$ cat src/design/stlex_pkg.sv
// types, codes and character classes for the source text lexer
package stlex_pkg;

   localparam int POS_BITS = 16;
   localparam int OUT_POS_W = 16;
   localparam logic [POS_BITS-1:0] POS_MAX = '1;

   localparam int FIFO_DEPTH = 4;
   localparam int FIFO_PTR_W = $clog2(FIFO_DEPTH);
   localparam int FIFO_CNT_W = $clog2(FIFO_DEPTH + 1);

   // lexer modes
   localparam int MODE_W = 4;
   localparam logic [MODE_W-1:0] M_BEGIN = 4'd0;
   localparam logic [MODE_W-1:0] M_DOT   = 4'd1;
   localparam logic [MODE_W-1:0] M_DOOT  = 4'd2;
   localparam logic [MODE_W-1:0] M_LCOM  = 4'd3;
   localparam logic [MODE_W-1:0] M_BCOM  = 4'd4;
   localparam logic [MODE_W-1:0] M_INT   = 4'd5;
   localparam logic [MODE_W-1:0] M_DEC   = 4'd6;
   localparam logic [MODE_W-1:0] M_WORD  = 4'd7;
   localparam logic [MODE_W-1:0] M_SYM   = 4'd8;
   localparam logic [MODE_W-1:0] M_STR   = 4'd9;
   localparam logic [MODE_W-1:0] M_ESC   = 4'd10;

   // input kinds
   localparam logic IN_CHAR = 1'b0;
   localparam logic IN_END  = 1'b1;

   // events
   localparam logic [1:0] EV_TEXT = 2'd0;
   localparam logic [1:0] EV_DONE = 2'd1;
   localparam logic [1:0] EV_ERR  = 2'd2;

   // error codes
   localparam logic [1:0] ERR_NONE   = 2'd0;
   localparam logic [1:0] ERR_DDOT   = 2'd1;
   localparam logic [1:0] ERR_UNTERM = 2'd2;

   // token kinds
   localparam logic [4:0] K_AT       = 5'd0;
   localparam logic [4:0] K_COLON    = 5'd1;
   localparam logic [4:0] K_SEMI     = 5'd2;
   localparam logic [4:0] K_COMMA    = 5'd3;
   localparam logic [4:0] K_DOT      = 5'd4;
   localparam logic [4:0] K_ELLIPSIS = 5'd5;
   localparam logic [4:0] K_LPAREN   = 5'd6;
   localparam logic [4:0] K_RPAREN   = 5'd7;
   localparam logic [4:0] K_LBRACK   = 5'd8;
   localparam logic [4:0] K_RBRACK   = 5'd9;
   localparam logic [4:0] K_LBRACE   = 5'd10;
   localparam logic [4:0] K_RBRACE   = 5'd11;
   localparam logic [4:0] K_QUEST    = 5'd12;
   localparam logic [4:0] K_INT      = 5'd13;
   localparam logic [4:0] K_DEC      = 5'd14;
   localparam logic [4:0] K_WORD     = 5'd15;
   localparam logic [4:0] K_SYM      = 5'd16;
   localparam logic [4:0] K_STR      = 5'd17;
   localparam logic [4:0] K_END      = 5'd18;

   // characters
   localparam logic [7:0] CH_HASH   = 8'h23;
   localparam logic [7:0] CH_DOLLAR = 8'h24;
   localparam logic [7:0] CH_AT     = 8'h40;
   localparam logic [7:0] CH_DOT    = 8'h2E;
   localparam logic [7:0] CH_QUEST  = 8'h3F;
   localparam logic [7:0] CH_UNDER  = 8'h5F;
   localparam logic [7:0] CH_NL     = 8'h0A;
   localparam logic [7:0] CH_BSLASH = 8'h5C;
   localparam logic [7:0] CH_QUOTE  = 8'h22;
   localparam logic [7:0] CH_COLON  = 8'h3A;
   localparam logic [7:0] CH_SEMI   = 8'h3B;
   localparam logic [7:0] CH_COMMA  = 8'h2C;
   localparam logic [7:0] CH_LPAREN = 8'h28;
   localparam logic [7:0] CH_RPAREN = 8'h29;
   localparam logic [7:0] CH_LBRACK = 8'h5B;
   localparam logic [7:0] CH_RBRACK = 8'h5D;
   localparam logic [7:0] CH_LBRACE = 8'h7B;
   localparam logic [7:0] CH_RBRACE = 8'h7D;
   localparam logic [7:0] CH_SPACE  = 8'h20;
   localparam logic [7:0] CH_TAB    = 8'h09;
   localparam logic [7:0] CH_CR     = 8'h0D;
   localparam logic [7:0] CH_ZERO   = 8'h30;
   localparam logic [7:0] CH_NINE   = 8'h39;
   localparam logic [7:0] CH_LC_A   = 8'h61;
   localparam logic [7:0] CH_LC_B   = 8'h62;
   localparam logic [7:0] CH_LC_F   = 8'h66;
   localparam logic [7:0] CH_LC_N   = 8'h6E;
   localparam logic [7:0] CH_LC_R   = 8'h72;
   localparam logic [7:0] CH_LC_T   = 8'h74;
   localparam logic [7:0] CH_LC_Z   = 8'h7A;
   localparam logic [7:0] CH_UC_A   = 8'h41;
   localparam logic [7:0] CH_UC_Z   = 8'h5A;
   localparam logic [7:0] CH_BEL    = 8'h07;
   localparam logic [7:0] CH_BS     = 8'h08;
   localparam logic [7:0] CH_FF     = 8'h0C;
   localparam logic [7:0] CH_NUL    = 8'h00;

   typedef struct packed {
      logic [1:0]           event_res;
      logic [4:0]           token_kind;
      logic [7:0]           text_byte;
      logic [1:0]           error_code;
      logic [OUT_POS_W-1:0] start_line;
      logic [OUT_POS_W-1:0] start_column;
      logic                 last_result;
   } rsp_type;

   function automatic rsp_type make_res(input logic [1:0] ev, input logic [4:0] kind,
                                        input logic [7:0] text, input logic [1:0] err,
                                        input logic [POS_BITS-1:0] ln,
                                        input logic [POS_BITS-1:0] col);
      rsp_type r;
      r.event_res    = ev;
      r.token_kind   = kind;
      r.text_byte    = text;
      r.error_code   = err;
      r.start_line   = OUT_POS_W'(ln);
      r.start_column = OUT_POS_W'(col);
      r.last_result  = 1'b0;
      return r;
   endfunction

   function automatic logic is_space(input logic [7:0] c);
      return (c == CH_SPACE) || ((c >= CH_TAB) && (c <= CH_CR));
   endfunction

   function automatic logic is_digit(input logic [7:0] c);
      return (c >= CH_ZERO) && (c <= CH_NINE);
   endfunction

   function automatic logic is_alpha(input logic [7:0] c);
      return ((c >= CH_LC_A) && (c <= CH_LC_Z)) || ((c >= CH_UC_A) && (c <= CH_UC_Z));
   endfunction

   function automatic logic is_word(input logic [7:0] c);
      return is_digit(c) || is_alpha(c) || (c == CH_UNDER);
   endfunction

   function automatic logic is_punct(input logic [7:0] c);
      return (c == CH_AT) || (c == CH_COLON) || (c == CH_SEMI) || (c == CH_COMMA) ||
             (c == CH_LPAREN) || (c == CH_RPAREN) || (c == CH_LBRACK) ||
             (c == CH_RBRACK) || (c == CH_LBRACE) || (c == CH_RBRACE) ||
             (c == CH_QUEST);
   endfunction

   function automatic logic [4:0] punct_kind(input logic [7:0] c);
      logic [4:0] k;
      unique case (c)
         CH_AT:     k = K_AT;
         CH_COLON:  k = K_COLON;
         CH_SEMI:   k = K_SEMI;
         CH_COMMA:  k = K_COMMA;
         CH_LPAREN: k = K_LPAREN;
         CH_RPAREN: k = K_RPAREN;
         CH_LBRACK: k = K_LBRACK;
         CH_RBRACK: k = K_RBRACK;
         CH_LBRACE: k = K_LBRACE;
         CH_RBRACE: k = K_RBRACE;
         default:   k = K_QUEST;
      endcase
      return k;
   endfunction

   function automatic logic is_sym(input logic [7:0] c);
      return !(is_space(c) || is_word(c) || is_punct(c) || (c == CH_HASH) ||
               (c == CH_DOLLAR) || (c == CH_DOT) || (c == CH_QUOTE));
   endfunction

endpackage

$ cat src/design/stlex_lexer.sv
// lexer state registers and the per-byte step logic
module stlex_lexer
   import stlex_pkg::*;
(
   input  logic       clock,
   input  logic       reset,
   input  logic       step_en,
   input  logic       step_kind,
   input  logic [7:0] step_byte,
   output rsp_type    res0,
   output rsp_type    res1,
   output logic [1:0] res_cnt
);

   logic [MODE_W-1:0]   mode_ff, mode_in;
   logic [POS_BITS-1:0] line_ff, line_in;
   logic [POS_BITS-1:0] col_ff, col_in;
   logic [POS_BITS-1:0] tok_line_ff, tok_line_in;
   logic [POS_BITS-1:0] tok_col_ff, tok_col_in;

   logic [POS_BITS-1:0] lc_n, cc_n;

   logic [MODE_W-1:0] st_mode;
   logic              st_set_tok;
   logic              st_emit;
   rsp_type           st_res;

   logic              do_close;
   logic [4:0]        close_kind;
   logic              do_start;
   rsp_type           r0, r1;
   logic [1:0]        cnt;
   logic [7:0]        esc_t;
   logic              esc_known;

   // position after counting the current byte
   always_comb begin
      lc_n = line_ff;
      cc_n = col_ff;
      if (step_byte == CH_NL) begin
         if (line_ff != POS_MAX) lc_n = line_ff + 1'b1;
         cc_n = '0;
      end else if (col_ff != POS_MAX) begin
         cc_n = col_ff + 1'b1;
      end
   end

   // byte that opens a new token
   always_comb begin
      st_mode    = M_BEGIN;
      st_set_tok = !is_space(step_byte);
      st_emit    = 1'b0;
      st_res     = make_res(EV_TEXT, K_SYM, step_byte, ERR_NONE, lc_n, cc_n);
      if (is_space(step_byte)) begin
         st_mode = M_BEGIN;
      end else if (is_punct(step_byte)) begin
         st_emit = 1'b1;
         st_res  = make_res(EV_DONE, punct_kind(step_byte), 8'd0, ERR_NONE, lc_n, cc_n);
      end else if (step_byte == CH_HASH) begin
         st_mode = M_LCOM;
      end else if (step_byte == CH_DOLLAR) begin
         st_mode = M_BCOM;
      end else if (step_byte == CH_QUOTE) begin
         st_mode = M_STR;
      end else if (step_byte == CH_DOT) begin
         st_mode = M_DOT;
      end else if (is_digit(step_byte)) begin
         st_mode = M_INT;
         st_emit = 1'b1;
         st_res  = make_res(EV_TEXT, K_INT, step_byte, ERR_NONE, lc_n, cc_n);
      end else if (is_word(step_byte)) begin
         st_mode = M_WORD;
         st_emit = 1'b1;
         st_res  = make_res(EV_TEXT, K_WORD, step_byte, ERR_NONE, lc_n, cc_n);
      end else begin
         st_mode = M_SYM;
         st_emit = 1'b1;
      end
   end

   // escape translation
   always_comb begin
      esc_known = 1'b1;
      unique case (step_byte)
         CH_LC_N:   esc_t = CH_NL;
         CH_BSLASH: esc_t = CH_BSLASH;
         CH_QUOTE:  esc_t = CH_QUOTE;
         CH_LC_A:   esc_t = CH_BEL;
         CH_LC_B:   esc_t = CH_BS;
         CH_ZERO:   esc_t = CH_NUL;
         CH_LC_T:   esc_t = CH_TAB;
         CH_LC_R:   esc_t = CH_CR;
         CH_LC_F:   esc_t = CH_FF;
         default: begin
            esc_t     = step_byte;
            esc_known = 1'b0;
         end
      endcase
   end

   always_comb begin
      mode_in     = mode_ff;
      line_in     = lc_n;
      col_in      = cc_n;
      tok_line_in = tok_line_ff;
      tok_col_in  = tok_col_ff;
      do_close    = 1'b0;
      close_kind  = K_DOT;
      do_start    = 1'b0;
      r0          = '0;
      r1          = '0;
      cnt         = 2'd0;

      if (step_kind == IN_END) begin
         cnt = 2'd1;
         r0  = make_res(EV_DONE, K_END, 8'd0, ERR_NONE, line_ff, col_ff);
         r1  = r0;
         unique case (mode_ff)
            M_DOT, M_INT, M_DEC, M_WORD, M_SYM: begin
               cnt = 2'd2;
               unique case (mode_ff)
                  M_DOT:   close_kind = K_DOT;
                  M_INT:   close_kind = K_INT;
                  M_DEC:   close_kind = K_DEC;
                  M_WORD:  close_kind = K_WORD;
                  default: close_kind = K_SYM;
               endcase
               r0 = make_res(EV_DONE, close_kind, 8'd0, ERR_NONE, tok_line_ff, tok_col_ff);
            end
            M_DOOT: begin
               cnt = 2'd2;
               r0  = make_res(EV_ERR, K_DOT, 8'd0, ERR_DDOT, tok_line_ff, tok_col_ff);
            end
            M_STR, M_ESC: begin
               cnt = 2'd2;
               r0  = make_res(EV_ERR, K_STR, 8'd0, ERR_UNTERM, tok_line_ff, tok_col_ff);
            end
            default: cnt = 2'd1;
         endcase
         mode_in     = M_BEGIN;
         line_in     = POS_BITS'(1);
         col_in      = '0;
         tok_line_in = POS_BITS'(1);
         tok_col_in  = '0;
      end else begin
         unique case (mode_ff)
            M_DOT: begin
               if (step_byte == CH_DOT) mode_in = M_DOOT;
               else begin
                  do_close   = 1'b1;
                  close_kind = K_DOT;
               end
            end
            M_DOOT: begin
               cnt     = 2'd1;
               mode_in = M_BEGIN;
               if (step_byte == CH_DOT)
                  r0 = make_res(EV_DONE, K_ELLIPSIS, 8'd0, ERR_NONE, tok_line_ff, tok_col_ff);
               else
                  r0 = make_res(EV_ERR, K_DOT, 8'd0, ERR_DDOT, tok_line_ff, tok_col_ff);
            end
            M_LCOM: begin
               if (step_byte == CH_NL) mode_in = M_BEGIN;
            end
            M_BCOM: begin
               if (step_byte == CH_DOLLAR) mode_in = M_BEGIN;
            end
            M_INT: begin
               if (step_byte == CH_DOT) begin
                  mode_in = M_DEC;
                  cnt     = 2'd1;
                  r0 = make_res(EV_TEXT, K_DEC, step_byte, ERR_NONE, tok_line_ff, tok_col_ff);
               end else if (is_digit(step_byte)) begin
                  cnt = 2'd1;
                  r0 = make_res(EV_TEXT, K_INT, step_byte, ERR_NONE, tok_line_ff, tok_col_ff);
               end else begin
                  do_close   = 1'b1;
                  close_kind = K_INT;
               end
            end
            M_DEC: begin
               if (is_digit(step_byte)) begin
                  cnt = 2'd1;
                  r0 = make_res(EV_TEXT, K_DEC, step_byte, ERR_NONE, tok_line_ff, tok_col_ff);
               end else begin
                  do_close   = 1'b1;
                  close_kind = K_DEC;
               end
            end
            M_WORD: begin
               if (is_word(step_byte)) begin
                  cnt = 2'd1;
                  r0 = make_res(EV_TEXT, K_WORD, step_byte, ERR_NONE, tok_line_ff, tok_col_ff);
               end else begin
                  do_close   = 1'b1;
                  close_kind = K_WORD;
               end
            end
            M_SYM: begin
               if (is_sym(step_byte)) begin
                  cnt = 2'd1;
                  r0 = make_res(EV_TEXT, K_SYM, step_byte, ERR_NONE, tok_line_ff, tok_col_ff);
               end else begin
                  do_close   = 1'b1;
                  close_kind = K_SYM;
               end
            end
            M_STR: begin
               cnt = 2'd1;
               if (step_byte == CH_NL) begin
                  mode_in = M_BEGIN;
                  r0 = make_res(EV_ERR, K_STR, 8'd0, ERR_UNTERM, tok_line_ff, tok_col_ff);
               end else if (step_byte == CH_BSLASH) begin
                  mode_in = M_ESC;
                  cnt     = 2'd0;
               end else if (step_byte == CH_QUOTE) begin
                  mode_in = M_BEGIN;
                  r0 = make_res(EV_DONE, K_STR, 8'd0, ERR_NONE, tok_line_ff, tok_col_ff);
               end else begin
                  r0 = make_res(EV_TEXT, K_STR, step_byte, ERR_NONE, tok_line_ff, tok_col_ff);
               end
            end
            M_ESC: begin
               mode_in = M_STR;
               cnt     = 2'd1;
               if (step_byte == CH_NL) begin
                  mode_in = M_BEGIN;
                  r0 = make_res(EV_ERR, K_STR, 8'd0, ERR_UNTERM, tok_line_ff, tok_col_ff);
               end else if (esc_known) begin
                  r0 = make_res(EV_TEXT, K_STR, esc_t, ERR_NONE, tok_line_ff, tok_col_ff);
               end else begin
                  cnt = 2'd2;
                  r0 = make_res(EV_TEXT, K_STR, CH_BSLASH, ERR_NONE, tok_line_ff, tok_col_ff);
                  r1 = make_res(EV_TEXT, K_STR, step_byte, ERR_NONE, tok_line_ff, tok_col_ff);
               end
            end
            default: do_start = 1'b1;
         endcase

         // pending token ends here, this byte is then handled as in M_BEGIN
         if (do_close) begin
            r0       = make_res(EV_DONE, close_kind, 8'd0, ERR_NONE, tok_line_ff, tok_col_ff);
            cnt      = 2'd1;
            do_start = 1'b1;
         end
         if (do_start) begin
            mode_in = st_mode;
            if (st_set_tok) begin
               tok_line_in = lc_n;
               tok_col_in  = cc_n;
            end
            if (st_emit) begin
               if (cnt == 2'd0) r0 = st_res;
               else r1 = st_res;
               cnt = cnt + 2'd1;
            end
         end
      end

      unique case (cnt)
         2'd1:    r0.last_result = 1'b1;
         2'd2:    r1.last_result = 1'b1;
         default: r0.last_result = 1'b0;
      endcase
   end

   assign res0    = r0;
   assign res1    = r1;
   assign res_cnt = cnt;

   always_ff @(posedge clock) begin
      if (reset) begin
         mode_ff     <= M_BEGIN;
         line_ff     <= POS_BITS'(1);
         col_ff      <= '0;
         tok_line_ff <= POS_BITS'(1);
         tok_col_ff  <= '0;
      end else if (step_en) begin
         mode_ff     <= mode_in;
         line_ff     <= line_in;
         col_ff      <= col_in;
         tok_line_ff <= tok_line_in;
         tok_col_ff  <= tok_col_in;
      end
   end

endmodule

$ cat src/design/stlex_rsp_fifo.sv
// result queue taking up to two beats per cycle and giving one while out_ready is high
module stlex_rsp_fifo
   import stlex_pkg::*;
(
   input  logic       clock,
   input  logic       reset,
   input  logic [1:0] push_cnt,
   input  rsp_type    push0,
   input  rsp_type    push1,
   output logic       space2,
   output logic       out_valid,
   input  logic       out_ready,
   output rsp_type    out_data
);

   rsp_type               mem_ff [FIFO_DEPTH];
   logic [FIFO_PTR_W-1:0] wr_ptr_ff, wr_ptr_in;
   logic [FIFO_PTR_W-1:0] rd_ptr_ff, rd_ptr_in;
   logic [FIFO_CNT_W-1:0] count_ff, count_in;
   logic                  pop;
   logic [FIFO_PTR_W-1:0] wr_next;

   assign out_valid = (count_ff != '0);
   assign out_data  = mem_ff[rd_ptr_ff];
   assign pop       = out_valid && out_ready;
   assign space2    = (count_ff <= FIFO_CNT_W'(FIFO_DEPTH - 2));
   assign wr_next   = wr_ptr_ff + 1'b1;

   always_comb begin
      wr_ptr_in = wr_ptr_ff + FIFO_PTR_W'(push_cnt);
      rd_ptr_in = rd_ptr_ff + FIFO_PTR_W'(pop);
      count_in  = count_ff + FIFO_CNT_W'(push_cnt) - FIFO_CNT_W'(pop);
   end

   always_ff @(posedge clock) begin
      if (push_cnt != 2'd0) mem_ff[wr_ptr_ff] <= push0;
      if (push_cnt == 2'd2) mem_ff[wr_next] <= push1;
   end

   always_ff @(posedge clock) begin
      if (reset) begin
         wr_ptr_ff <= '0;
         rd_ptr_ff <= '0;
         count_ff  <= '0;
      end else begin
         wr_ptr_ff <= wr_ptr_in;
         rd_ptr_ff <= rd_ptr_in;
         count_ff  <= count_in;
      end
   end

endmodule

$ cat src/design/source_text_lexer_top.sv
// top level of the source text lexer: input register, lexer step, result queue
//
//  channel | dir | handshake              | payload
//  req     | in  | req_tvalid/req_tready  | tdata char_byte, tuser kind
//  rsp     | out | rsp_tvalid/rsp_tready  | tdata token fields, tuser event, tlast
//
// one byte per cycle while each byte gives at most one beat and rsp is not stalled;
// bytes giving two beats can stall req, as the queue drains at most one beat a cycle
// a beat reaches rsp from its byte via the input register and the result queue
// synchronous reset clears mode, counters and queue pointers, no clearing pass
// a stalled rsp backs up into the 4-entry queue, then holds the input register
module source_text_lexer_top
   import stlex_pkg::*;
(
   input  logic        clock,
   input  logic        reset,
   input  logic        req_tvalid,
   output logic        req_tready,
   input  logic [7:0]  req_tdata,   // char_byte
   input  logic [0:0]  req_tuser,   // kind
   output logic        rsp_tvalid,
   input  logic        rsp_tready,
   // token_kind, text_byte, error_code, start_line, start_column, zero pad
   output logic [47:0] rsp_tdata,
   output logic [1:0]  rsp_tuser,   // event_res
   output logic        rsp_tlast    // last_result
);

   logic       in_valid_ff;
   logic       in_kind_ff;
   logic [7:0] in_byte_ff;
   logic       advance;
   logic       space2;
   logic [1:0] res_cnt;
   logic [1:0] push_cnt;
   rsp_type    res0, res1, head;

   assign advance    = in_valid_ff && space2;
   assign req_tready = !in_valid_ff || advance;
   assign push_cnt   = advance ? res_cnt : 2'd0;

   always_ff @(posedge clock) begin
      if (reset) begin
         in_valid_ff <= 1'b0;
      end else if (req_tvalid && req_tready) begin
         in_valid_ff <= 1'b1;
      end else if (advance) begin
         in_valid_ff <= 1'b0;
      end
   end

   always_ff @(posedge clock) begin
      if (req_tvalid && req_tready) begin
         in_kind_ff <= req_tuser[0];
         in_byte_ff <= req_tdata;
      end
   end

   stlex_lexer u_lexer (
      .clock     (clock),
      .reset     (reset),
      .step_en   (advance),
      .step_kind (in_kind_ff),
      .step_byte (in_byte_ff),
      .res0      (res0),
      .res1      (res1),
      .res_cnt   (res_cnt)
   );

   stlex_rsp_fifo u_fifo (
      .clock     (clock),
      .reset     (reset),
      .push_cnt  (push_cnt),
      .push0     (res0),
      .push1     (res1),
      .space2    (space2),
      .out_valid (rsp_tvalid),
      .out_ready (rsp_tready),
      .out_data  (head)
   );

   assign rsp_tdata = {1'b0, head.start_column, head.start_line, head.error_code,
                       head.text_byte, head.token_kind};
   assign rsp_tuser = head.event_res;
   assign rsp_tlast = head.last_result;

endmodule

$ cat config.mk
export PLATFORM = sky130hd
export DESIGN_NAME = source_text_lexer_top
export DESIGN_NICKNAME = d
export VERILOG_FILES = /design/src/design/stlex_pkg.sv /design/src/design/stlex_lexer.sv /design/src/design/stlex_rsp_fifo.sv /design/src/design/source_text_lexer_top.sv
export SDC_FILE = /design/constraint.sdc
export NUM_CORES = 1
export LEC_CHECK = 0
export BUFFER_PORTS_ARGS = -buffer_cell sky130_fd_sc_hd__buf_2
export CAP_MARGIN = 20
export CORE_MARGIN = 3
export CORE_UTILIZATION = 58
export CTS_BUF_LIST = sky130_fd_sc_hd__clkbuf_2
export CTS_CLUSTER_DIAMETER = 50
export DETAILED_ROUTE_END_ITERATION = 10
export GPL_ROUTABILITY_DRIVEN = 0
export PLACE_DENSITY_LB_ADDON = 0.15
export SKIP_LAST_GASP = 1
export SLEW_MARGIN = 10
export SYNTH_ARGS = -nofsm -noshare
export SYNTH_HDL_FRONTEND = slang
export SYNTH_HIERARCHICAL = 1
export SYNTH_SLANG_ARGS = --single-unit
$ cat constraint.sdc
create_clock -name clock -period 6.5 [get_ports clock]
set_clock_uncertainty 0.1 [all_clocks]
set_input_delay 1.3 -clock clock [delete_from_list [all_inputs] [get_ports clock]]
set_output_delay 1.3 -clock clock [all_outputs]
set_load 0.005 [all_outputs]
==> reports/metrics.cfg, run 1 <==
[yosys]
yosysWarningCount=6
synth_ff_type=edfxtp_1
yosysMostFrequentCell=edfxtp_1
yosys-top-cells-count=edfxtp_1, mux2_2, nor2_1
synth_seq_area_share_pct=46.0
async_reset_ff_share_pct=0
avgSynthCellArea_um2=11.7
synth_area_leaders=edfxtp_1, mux2_2, dfxtp_1
synth_top_area_cell=edfxtp_1
synth_cell_types=89
mappedNetlistArea_mm2=0.0170
ys_ff_latch=285
yosysTopAreaCellShare_pct=37.0
synth_edf_count=209
synthCells=1452

[critical_path]
crit_fanout=23
worstSetupEndpointType=flip-flop
r2r_cells=12
worstPathArrival_ps=5810
path_class=reg2reg
worstPathRequired_ps=7010
startpoint_type=flip-flop
r2r_setup_slack_ps=1200

[route]
vias=12600
top_layer_used=met4
ant_nets=0
dr_wl_met2_mm=20.8
drt-total-wl_mm=45.5
drtIter0Drc=1633
wl_met1_mm=20.2
drtPass1Iterations=6
route.met3.wl_mm=3.45
drc=0
vias_per_cell=6.52
wl_per_cell_um=23.5

[sta]
relSlewSlack_pct=24.9
setup_tns_ps=0
period_share_pct=81.6
setup_viol=0
worstMarginPinSlew_ps=1120
rsz0062_at_grt=false
hold_viol_final=0
period_needed_ps=5300
fmax_ghz=0.189
slew_viol_final=0

[floorplan]
die_y_um=177
core_mm2=0.0283
chipWidth_um=177
start_util_pct=59.9
dieArea_mm2=0.0313
io_pins=66
rows=61

[clock_tree]
clkLatencyLatePin_ps=920
clk_pin_slew_worst_paths_ps=90
cts_setup_buffers=0
ctsResizeCount=0
clock-sinks=285
hold_buffers=0
cts_buffers=75
root_buffer=clkbuf_2
htree_levels=3
clock_tree.buffer_depth=3
cts_tree=done

[grt]
grt_pass1_vias=12300
grt_first_pass_wirelength_mm=70.8
antenna_found_initial=2
grt_max_degree=57
grtUsageTotal_pct=29.1
overflow=0

[flow_run]
maxCapViolCount=0

[place]
io_buffers=64
place_hpwl_mm=28.6

[final_layout]
area_growth_pct=6.78
nets=1519
drive_gt1_share_pct=30.7

[power_and_ir_drop]
powerDensity_mw_per_mm2=264
totalPowerFinal_uw=4790
p_leak_uw=0.00658
peakVddDrop_mv=0.115

[worst_hold_path]
hold_path_depth=2
hold_class=reg2reg

[run_status]
outcome=finished clean

## flip-flops by register name, summed over array words and instances (netlist names)
name                 flops
u_lexer/tok_line_ff     16
u_fifo/rd_ptr_ff         2
in_kind_ff               1
u_lexer/mode_ff          4
u_lexer/tok_col_ff      16
u_lexer/col_ff          16
in_valid_ff              1
u_fifo/count_ff          3
u_lexer/line_ff         16
in_byte_ff               8
u_fifo/wr_ptr_ff         2
u_fifo/mem_ff          200
## layout by cell type (no fill, tap or decap), types with 50 or more instances in the layout
cell / count
mux2_2: 174
mux4_2: 50
nor2_1: 144
mux2i_1: 71
edfxtp_1: 209
clkbuf_2: 116
nand2_1: 64
buf_2: 64
dfxtp_1: 74
o21ai_0: 56
## layout make-up
| type | count | area, um^2 |
|---|---|---|
| Antenna cell | 2 | 5.00 |
| Clock buffer | 116 | 581 |
| Clock inverter | 17 | 113 |
| Fill cell | 2262 | 10200 |
| Inverter | 20 | 75.1 |
| Multi-Input combinational cell | 1024 | 8460 |
| Sequential cell | 285 | 7800 |
| Tap cell | 378 | 473 |
| Timing Repair Buffer | 93 | 601 |
## stage by stage
step	area, um^2	util [%]	hold WS [ps]	setup WS [ps]	std cells
after global routing	18100	63.9	417	855	1935
after CTS	18100	63.9	401	1250	1933
after global placement	17400	61.5	375	1470	1800
final	18100	63.9	400	1200	1935
after detailed placement	17400	61.5	385	1300	1800
after floorplan	17000	-	354	227	1454
## final timing paths
path | start | end
setup / recovery | in_byte_ff[4] | u_fifo/mem_ff[3][41]
hold / removal | u_lexer/tok_line_ff[15] | u_lexer/tok_line_ff[15]
hold reg to reg | u_lexer/tok_line_ff[15] | u_lexer/tok_line_ff[15]
setup reg to reg | in_byte_ff[4] | u_fifo/mem_ff[3][41]
## critical path, stage by stage (launching register included)
cell and delay (ps):
edfxtp_1 840, inv_1 270, and3_1 250, a221oi_2 450, nand4_1 250, a211oi_1 560
nor2_1 200, xor2_1 210, o21ai_1 90, and3_2 340, and4bb_2 790, buf_4 350
mux2_2 360
## per-layer routing
metal,vias up,track usage (%)
li1,5680,-
met1,6235,42.1
met2,610,44.9
met3,93,5.56
met5,-,0
met4,0,8.54
## logic make-up after synthesis
group,after synthesis,share of synthesized area (%)
AOI/OAI and AO/OA,253,10.8
xor gates and xnor gates,24,1.40
adders and majority gates,7,0.561
buffers and inverters,145,4.54
DFF,285,46.0
muxes,324,24.3
other,2,0.0443
and+or+nand+nor,412,12.4
## power by group
group          total [uW]  internal (uW)  switching [uW]
Clock                1280            515             762
Sequential           2230           2110             122
Combinational        1280            565             710
Note: power is estimated with default switching activity, not from simulation.
==> run 2, diff against run 1 <==
--- a/config.mk
+++ b/config.mk
@@ -8,7 +8,7 @@
 export BUFFER_PORTS_ARGS = -buffer_cell sky130_fd_sc_hd__buf_2
 export CAP_MARGIN = 20
 export CORE_MARGIN = 3
-export CORE_UTILIZATION = 58
+export CORE_UTILIZATION = 62
 export CTS_BUF_LIST = sky130_fd_sc_hd__clkbuf_2
 export CTS_CLUSTER_DIAMETER = 50
 export DETAILED_ROUTE_END_ITERATION = 10
==> constraint.sdc (replaced) <==
create_clock -name clock -period 5.4 [get_ports clock]
set_clock_uncertainty 0.1 [all_clocks]
set_input_delay 1.08 -clock clock [delete_from_list [all_inputs] [get_ports clock]]
set_output_delay 1.08 -clock clock [all_outputs]
set_load 0.005 [all_outputs]
==> run 2 against run 1 <==
Critical path depth is the same. Clock-buffer cell count grew 2. Power grew 20%. Clock power increased by 19%. Worst hold slack lost 14 ps. Die area fell by 6.2%. Utilization is 4.6 points higher. Combinational power up 20%. Via count is 0.58% lower. Sequential power is 22% higher. Worst setup slack lost 810 ps. Sequential cell count did not move. Largest power group unchanged. Highest routed layer unchanged.
==> reports/metrics.cfg, run 2 (same netlist as run 1, synthesis figures left out) <==
[clock_tree]
cts_buffers=75  ; unchanged
clock-sinks=285  ; unchanged
clk_pin_slew_worst_paths_ps=100  ; was 90 ps
clock_tree.buffer_depth=3  ; unchanged
htree_levels=3  ; unchanged
ctsResizeCount=0  ; unchanged
cts_tree=done  ; unchanged
cts_setup_buffers=0  ; unchanged
hold_buffers=0  ; unchanged
root_buffer=clkbuf_2  ; unchanged
clkLatencyLatePin_ps=840  ; was 920 ps

[grt]
grtUsageTotal_pct=30.0  ; was 29.1%
grt_first_pass_wirelength_mm=68.6  ; was 70.8 mm
overflow=0  ; unchanged
antenna_found_initial=1  ; was 2
grt_max_degree=77  ; was 57
grt_pass1_vias=12400  ; was 12300

[critical_path]
path_class=reg2reg  ; unchanged
r2r_setup_slack_ps=380  ; was 1200 ps
r2r_cells=12  ; unchanged
crit_fanout=30  ; was 23
worstPathArrival_ps=5350  ; was 5810 ps
worstSetupEndpointType=flip-flop  ; unchanged
worstReg2RegStart=in_byte_ff[1]  ; was in_byte_ff[4]
startpoint_type=flip-flop  ; unchanged
reg2reg_to=u_fifo/mem_ff[2][17]  ; was u_fifo/mem_ff[3][41]
worstPathRequired_ps=5730  ; was 7010 ps

[worst_hold_path]
whs_endpoint=in_byte_ff[4]  ; was u_lexer/tok_line_ff[15]
hold_start=req_tdata[4]  ; was u_lexer/tok_line_ff[15]
hold_path_depth=1  ; was 2
hold_class=in2reg  ; was reg2reg

[floorplan]
chipWidth_um=171  ; was 177 um
core_mm2=0.0265  ; was 0.0283 mm^2
start_util_pct=64.0  ; was 59.9%
die_y_um=171  ; was 177 um
io_pins=66  ; unchanged
rows=59  ; was 61
dieArea_mm2=0.0294  ; was 0.0313 mm^2

[sta]
worstMarginPinSlew_ps=911  ; was 1120 ps
relSlewSlack_pct=38.6  ; was 24.9%
hold_viol_final=0  ; unchanged
slew_viol_final=0  ; unchanged
setup_tns_ps=0  ; unchanged
setup_viol=0  ; unchanged
rsz0062_at_grt=false  ; unchanged
fmax_ghz=0.199  ; was 0.189 GHz
period_needed_ps=5020  ; was 5300 ps
period_share_pct=92.9  ; was 81.6%

[route]
ant_nets=0  ; unchanged
drtPass1Iterations=9  ; was 6
wl_per_cell_um=23.1  ; was 23.5 um
vias=12500  ; was 12600
drt-total-wl_mm=44.0  ; was 45.5 mm
drc=0  ; unchanged
drtIter0Drc=1372  ; was 1633
vias_per_cell=6.58  ; was 6.52

[final_layout]
final_common_cell=edfxtp_1  ; unchanged
regMostFlops=u_fifo/mem_ff  ; unchanged
largest_reg_flops=200  ; unchanged
post-route-util_pct=68.6  ; was 63.9%
drive_gt1_share_pct=31.2  ; was 30.7%
fin_area_mm2=0.0182  ; was 0.0181 mm^2
n_fill_cell=2022  ; was 2262
area_growth_pct=7.16  ; was 6.78%
nets=1530  ; was 1519
final_cell_mix=edfxtp_1, mux2_2, nor2_1  ; unchanged

[place]
place_area_mm2=0.0174  ; about the same
place_hpwl_mm=27.8  ; was 28.6 mm
io_buffers=64  ; unchanged

[power_and_ir_drop]
powerDensity_mw_per_mm2=317  ; was 264 mW/mm^2
p_leak_uw=0.00666  ; was 0.00658 uW
peakVddDrop_mv=0.182  ; was 0.115 mV

[run_status]
outcome=finished clean  ; unchanged

[flow_run]
maxCapViolCount=0  ; unchanged

## run 2: changes by cell type in the layout (fill, tap and decap cells not counted)
cell / before / now
buf_12: 5 / 7
clkinvlp_4: 2 / 1
buf_4: 24 / 33
inv_2: 0 / 1
clkinv_2: 0 / 1
inv_6: 2 / 1
clkbuf_2: 116 / 118
diode_2: 2 / 1
clkinv_1: 13 / 16
## run 2: metal layers
metal / vias to the layer above / GRT usage, % / wire length [um]
met5: - / 0 / 0
met4: 0 / 8.89 / 868
met3: 85 / 6.96 / 4150
met2: 648 / 46.8 / 20500
met1: 6092 / 42.3 / 18500
li1: 5720 / - / -
## run 2: report_power, final
part / leakage (uW) / internal, uW / switching (uW)
clock: 0.000543 / 629 / 887
sequential: 0.00255 / 2540 / 166
combinational: 0.00357 / 695 / 834
## run 2: cell type report
type	count	area, um^2	share of cell area, %
multi-input cells	1024	8460	46.5
diodes	1	2.50	0.0138
well taps	335	419	2.31
repair buffers	104	708	3.90
flip-flops and latches	285	7800	42.9
clock inverters	20	116	0.640
clock buffers	118	591	3.25
inverters	20	75.1	0.413
## run 2: critical path, stage by stage (launching register included)
cell	delay [ps]
edfxtp_1	930
nor3_1	120
and3_1	250
a221oi_2	430
nand4_1	280
a211oi_1	560
nor2_1	200
xor2_1	190
o21ai_1	100
and3_2	370
or3b_2	520
a21oi_4	160
buf_4	450
## run 2: how the worst max path moves through the flow
stage	from	end	slack, ps	cells after the start
global placement	in_byte_ff[1]	u_fifo/mem_ff[2][18]	590	12
detailed placement	in_byte_ff[1]	u_fifo/mem_ff[2][18]	490	12
floorplan	in_byte_ff[1]	u_fifo/mem_ff[0][0]	-870	19
global route	in_byte_ff[1]	u_fifo/mem_ff[2][29]	120	12
finish	in_byte_ff[1]	u_fifo/mem_ff[2][17]	380	12
CTS	in_byte_ff[1]	u_fifo/mem_ff[2][29]	470	12
## run 2: stage by stage
step / std cells / hold slack (ps) / power, uW / setup WS, ps
2_1_floorplan: 1454 / 354 / 3750 / -873
3_3_place_gp: 1767 / 372 / 4230 / 593
3_5_place_dp: 1767 / 378 / 4270 / 491
4_1_cts: 1905 / 297 / 5780 / 474
5_1_grt: 1907 / 308 / 6040 / 121
6_report: 1907 / 385 / 5750 / 382
==> run 3, diff against run 2 <==
--- a/config.mk
+++ b/config.mk
@@ -7,6 +7,7 @@
 export LEC_CHECK = 0
 export BUFFER_PORTS_ARGS = -buffer_cell sky130_fd_sc_hd__buf_2
 export CAP_MARGIN = 20
+export CORE_ASPECT_RATIO = 1.75
 export CORE_MARGIN = 3
 export CORE_UTILIZATION = 62
 export CTS_BUF_LIST = sky130_fd_sc_hd__clkbuf_2
==> run 3 against run 2 <==
Power up 0.53%. Clock-buffer cell count fell by 16. Worst hold slack got worse by 170 ps. Sequential share of layout area about the same. Die area up 0.27%. Fmax shrank 0.61%. Sequential power about the same. Register-to-register slack worse by 30 ps. First-iteration DRC count down 26%. Global-route usage increased by 1.6 points. Sequential cell count unchanged. Utilization decreased by 0.69 points. Critical path type unchanged. Largest cell class unchanged. Highest routed layer unchanged.
==> reports/metrics.cfg, run 3 (same netlist as run 1, synthesis figures left out) <==
[sta]
fmax_ghz=0.198  ; was 0.199 GHz
relSlewSlack_pct=24.4  ; was 38.6%
rsz0062_at_grt=false  ; unchanged
setup_viol=0  ; unchanged
period_share_pct=93.5  ; was 92.9%
setup_tns_ps=0  ; unchanged
period_needed_ps=5050  ; was 5020 ps
slew_viol_final=0  ; unchanged
worstMarginPinSlew_ps=1130  ; was 911 ps
hold_viol_final=0  ; unchanged

[clock_tree]
cts_tree=done  ; unchanged
clock-sinks=285  ; unchanged
cts_buffers=66  ; was 75
clk_pin_slew_worst_paths_ps=110  ; was 100 ps
ctsResizeCount=0  ; unchanged
root_buffer=clkbuf_2  ; unchanged
clkLatencyLatePin_ps=940  ; was 840 ps
hold_buffers=0  ; unchanged
clock_tree.buffer_depth=3  ; unchanged
cts_setup_buffers=0  ; unchanged
htree_levels=3  ; unchanged

[place]
place_hpwl_mm=29.2  ; was 27.8 mm
io_buffers=64  ; unchanged
place_area_mm2=0.0175  ; was 0.0174 mm^2

[worst_hold_path]
hold_class=in2reg  ; unchanged
hold_start=req_tuser  ; was req_tdata[4]
whs_endpoint=in_kind_ff  ; was in_byte_ff[4]
hold_path_depth=1  ; unchanged

[run_status]
outcome=finished clean  ; unchanged

[critical_path]
reg2reg_to=u_fifo/mem_ff[1][37]  ; was u_fifo/mem_ff[2][17]
startpoint_type=flip-flop  ; unchanged
r2r_setup_slack_ps=350  ; was 380 ps
worstPathArrival_ps=5620  ; was 5350 ps
crit_fanout=29  ; was 30
path_class=reg2reg  ; unchanged
worstPathRequired_ps=5970  ; was 5730 ps
r2r_cells=11  ; was 12
worstSetupEndpointType=flip-flop  ; unchanged
worstReg2RegStart=in_byte_ff[1]  ; unchanged

[power_and_ir_drop]
powerDensity_mw_per_mm2=318  ; was 317 mW/mm^2
totalPowerFinal_uw=5780  ; was 5750 uW
p_leak_uw=0.00663  ; was 0.00666 uW
peakVddDrop_mv=0.274  ; was 0.182 mV

[route]
vias_per_cell=6.58  ; about the same
wl_per_cell_um=23.9  ; was 23.1 um
drtPass1Iterations=6  ; was 9
drc=0  ; unchanged
ant_nets=0  ; unchanged
vias=12600  ; was 12500
drtIter0Drc=1009  ; was 1372
drt-total-wl_mm=45.9  ; was 44.0 mm

[flow_run]
maxCapViolCount=0  ; unchanged

[grt]
met3_usage_pct=6.39  ; was 6.96%
overflow=0  ; unchanged
grt_pass1_vias=12900  ; was 12400
grt_max_degree=74  ; was 77
antenna_found_initial=1  ; unchanged
grtUsageTotal_pct=31.5  ; was 30.0%
grt.busiest_layer=met2  ; unchanged
grt_first_pass_wirelength_mm=70.4  ; was 68.6 mm
grt_use_met1_pct=34.4  ; was 42.3%
grtUsageMet2_pct=53.5  ; was 46.8%

[final_layout]
regMostFlops=u_fifo/mem_ff  ; unchanged
largest_reg_flops=200  ; unchanged
final_cell_mix=edfxtp_1, mux2_2, nor2_1  ; unchanged
nets=1520  ; was 1530
area_growth_pct=7.23  ; was 7.16%
drive_gt1_share_pct=30.6  ; was 31.2%
fin_area_mm2=0.0182  ; about the same
final_common_cell=edfxtp_1  ; unchanged

[floorplan]
dieArea_mm2=0.0294  ; about the same
core_mm2=0.0268  ; was 0.0265 mm^2
rows=79  ; was 59
start_util_pct=63.3  ; was 64.0%
chipWidth_um=131  ; was 171 um
die_y_um=225  ; was 171 um
io_pins=66  ; unchanged

## run 3: cell type report
cell class | count | area (um^2)
fill | 2083 | 8600
multi-input combinational | 1024 | 8460
sequential | 285 | 7800
timing repair buffer | 103 | 688
clock buffer | 102 | 510
tap | 364 | 455
clock inverter | 20 | 191
inverter | 20 | 75.1
antenna | 1 | 2.50
## run 3: metal layers
metal / share of wire [%] / up-vias
met3: 7.1 / 199
met1: 34 / 6133
met5: 0 / -
met2: 51 / 606
li1: - / 5682
met4: 7.3 / 0
## run 3: how the worst max path moves through the flow
stage / cells past startpoint / endpoint / start
after floorplan: 19 / u_fifo/mem_ff[0][0] / in_byte_ff[1]
after global placement: 12 / u_fifo/mem_ff[2][7] / in_byte_ff[3]
after detailed placement: 12 / u_fifo/mem_ff[2][8] / in_byte_ff[4]
after CTS: 12 / u_fifo/mem_ff[2][9] / in_byte_ff[4]
after global routing: 11 / u_fifo/mem_ff[3][23] / in_byte_ff[2]
final: 11 / u_fifo/mem_ff[1][37] / in_byte_ff[1]
## run 3: where the power goes
group	total [uW]	internal (uW)	switching [uW]
Clock	1560	695	861
Combinational	1520	690	825
Sequential	2710	2540	171
Total	5780	3930	1860
## run 3: worst max-delay path, cell delays in order, from the launching register on
cell,delay (ps)
edfxtp_1,960
nor3b_1,160
a22oi_1,260
nor2_1,80
nor3_1,550
a21oi_1,160
nor4_2,500
ha_1,430
nor3_4,90
a22oi_1,810
nor3_1,290
mux2_1,370
## run 3: per-stage QoR
step                setup slack [ps]  cells  utilization (%)  hold WS (ps)
floorplan                       -873   1454                -           354
global placement                 670   1796             65.3           378
detailed placement               597   1796             65.3           390
CTS                              526   1918             67.9           111
global route                     100   1919             67.9           135
finish                           351   1919             67.9           211
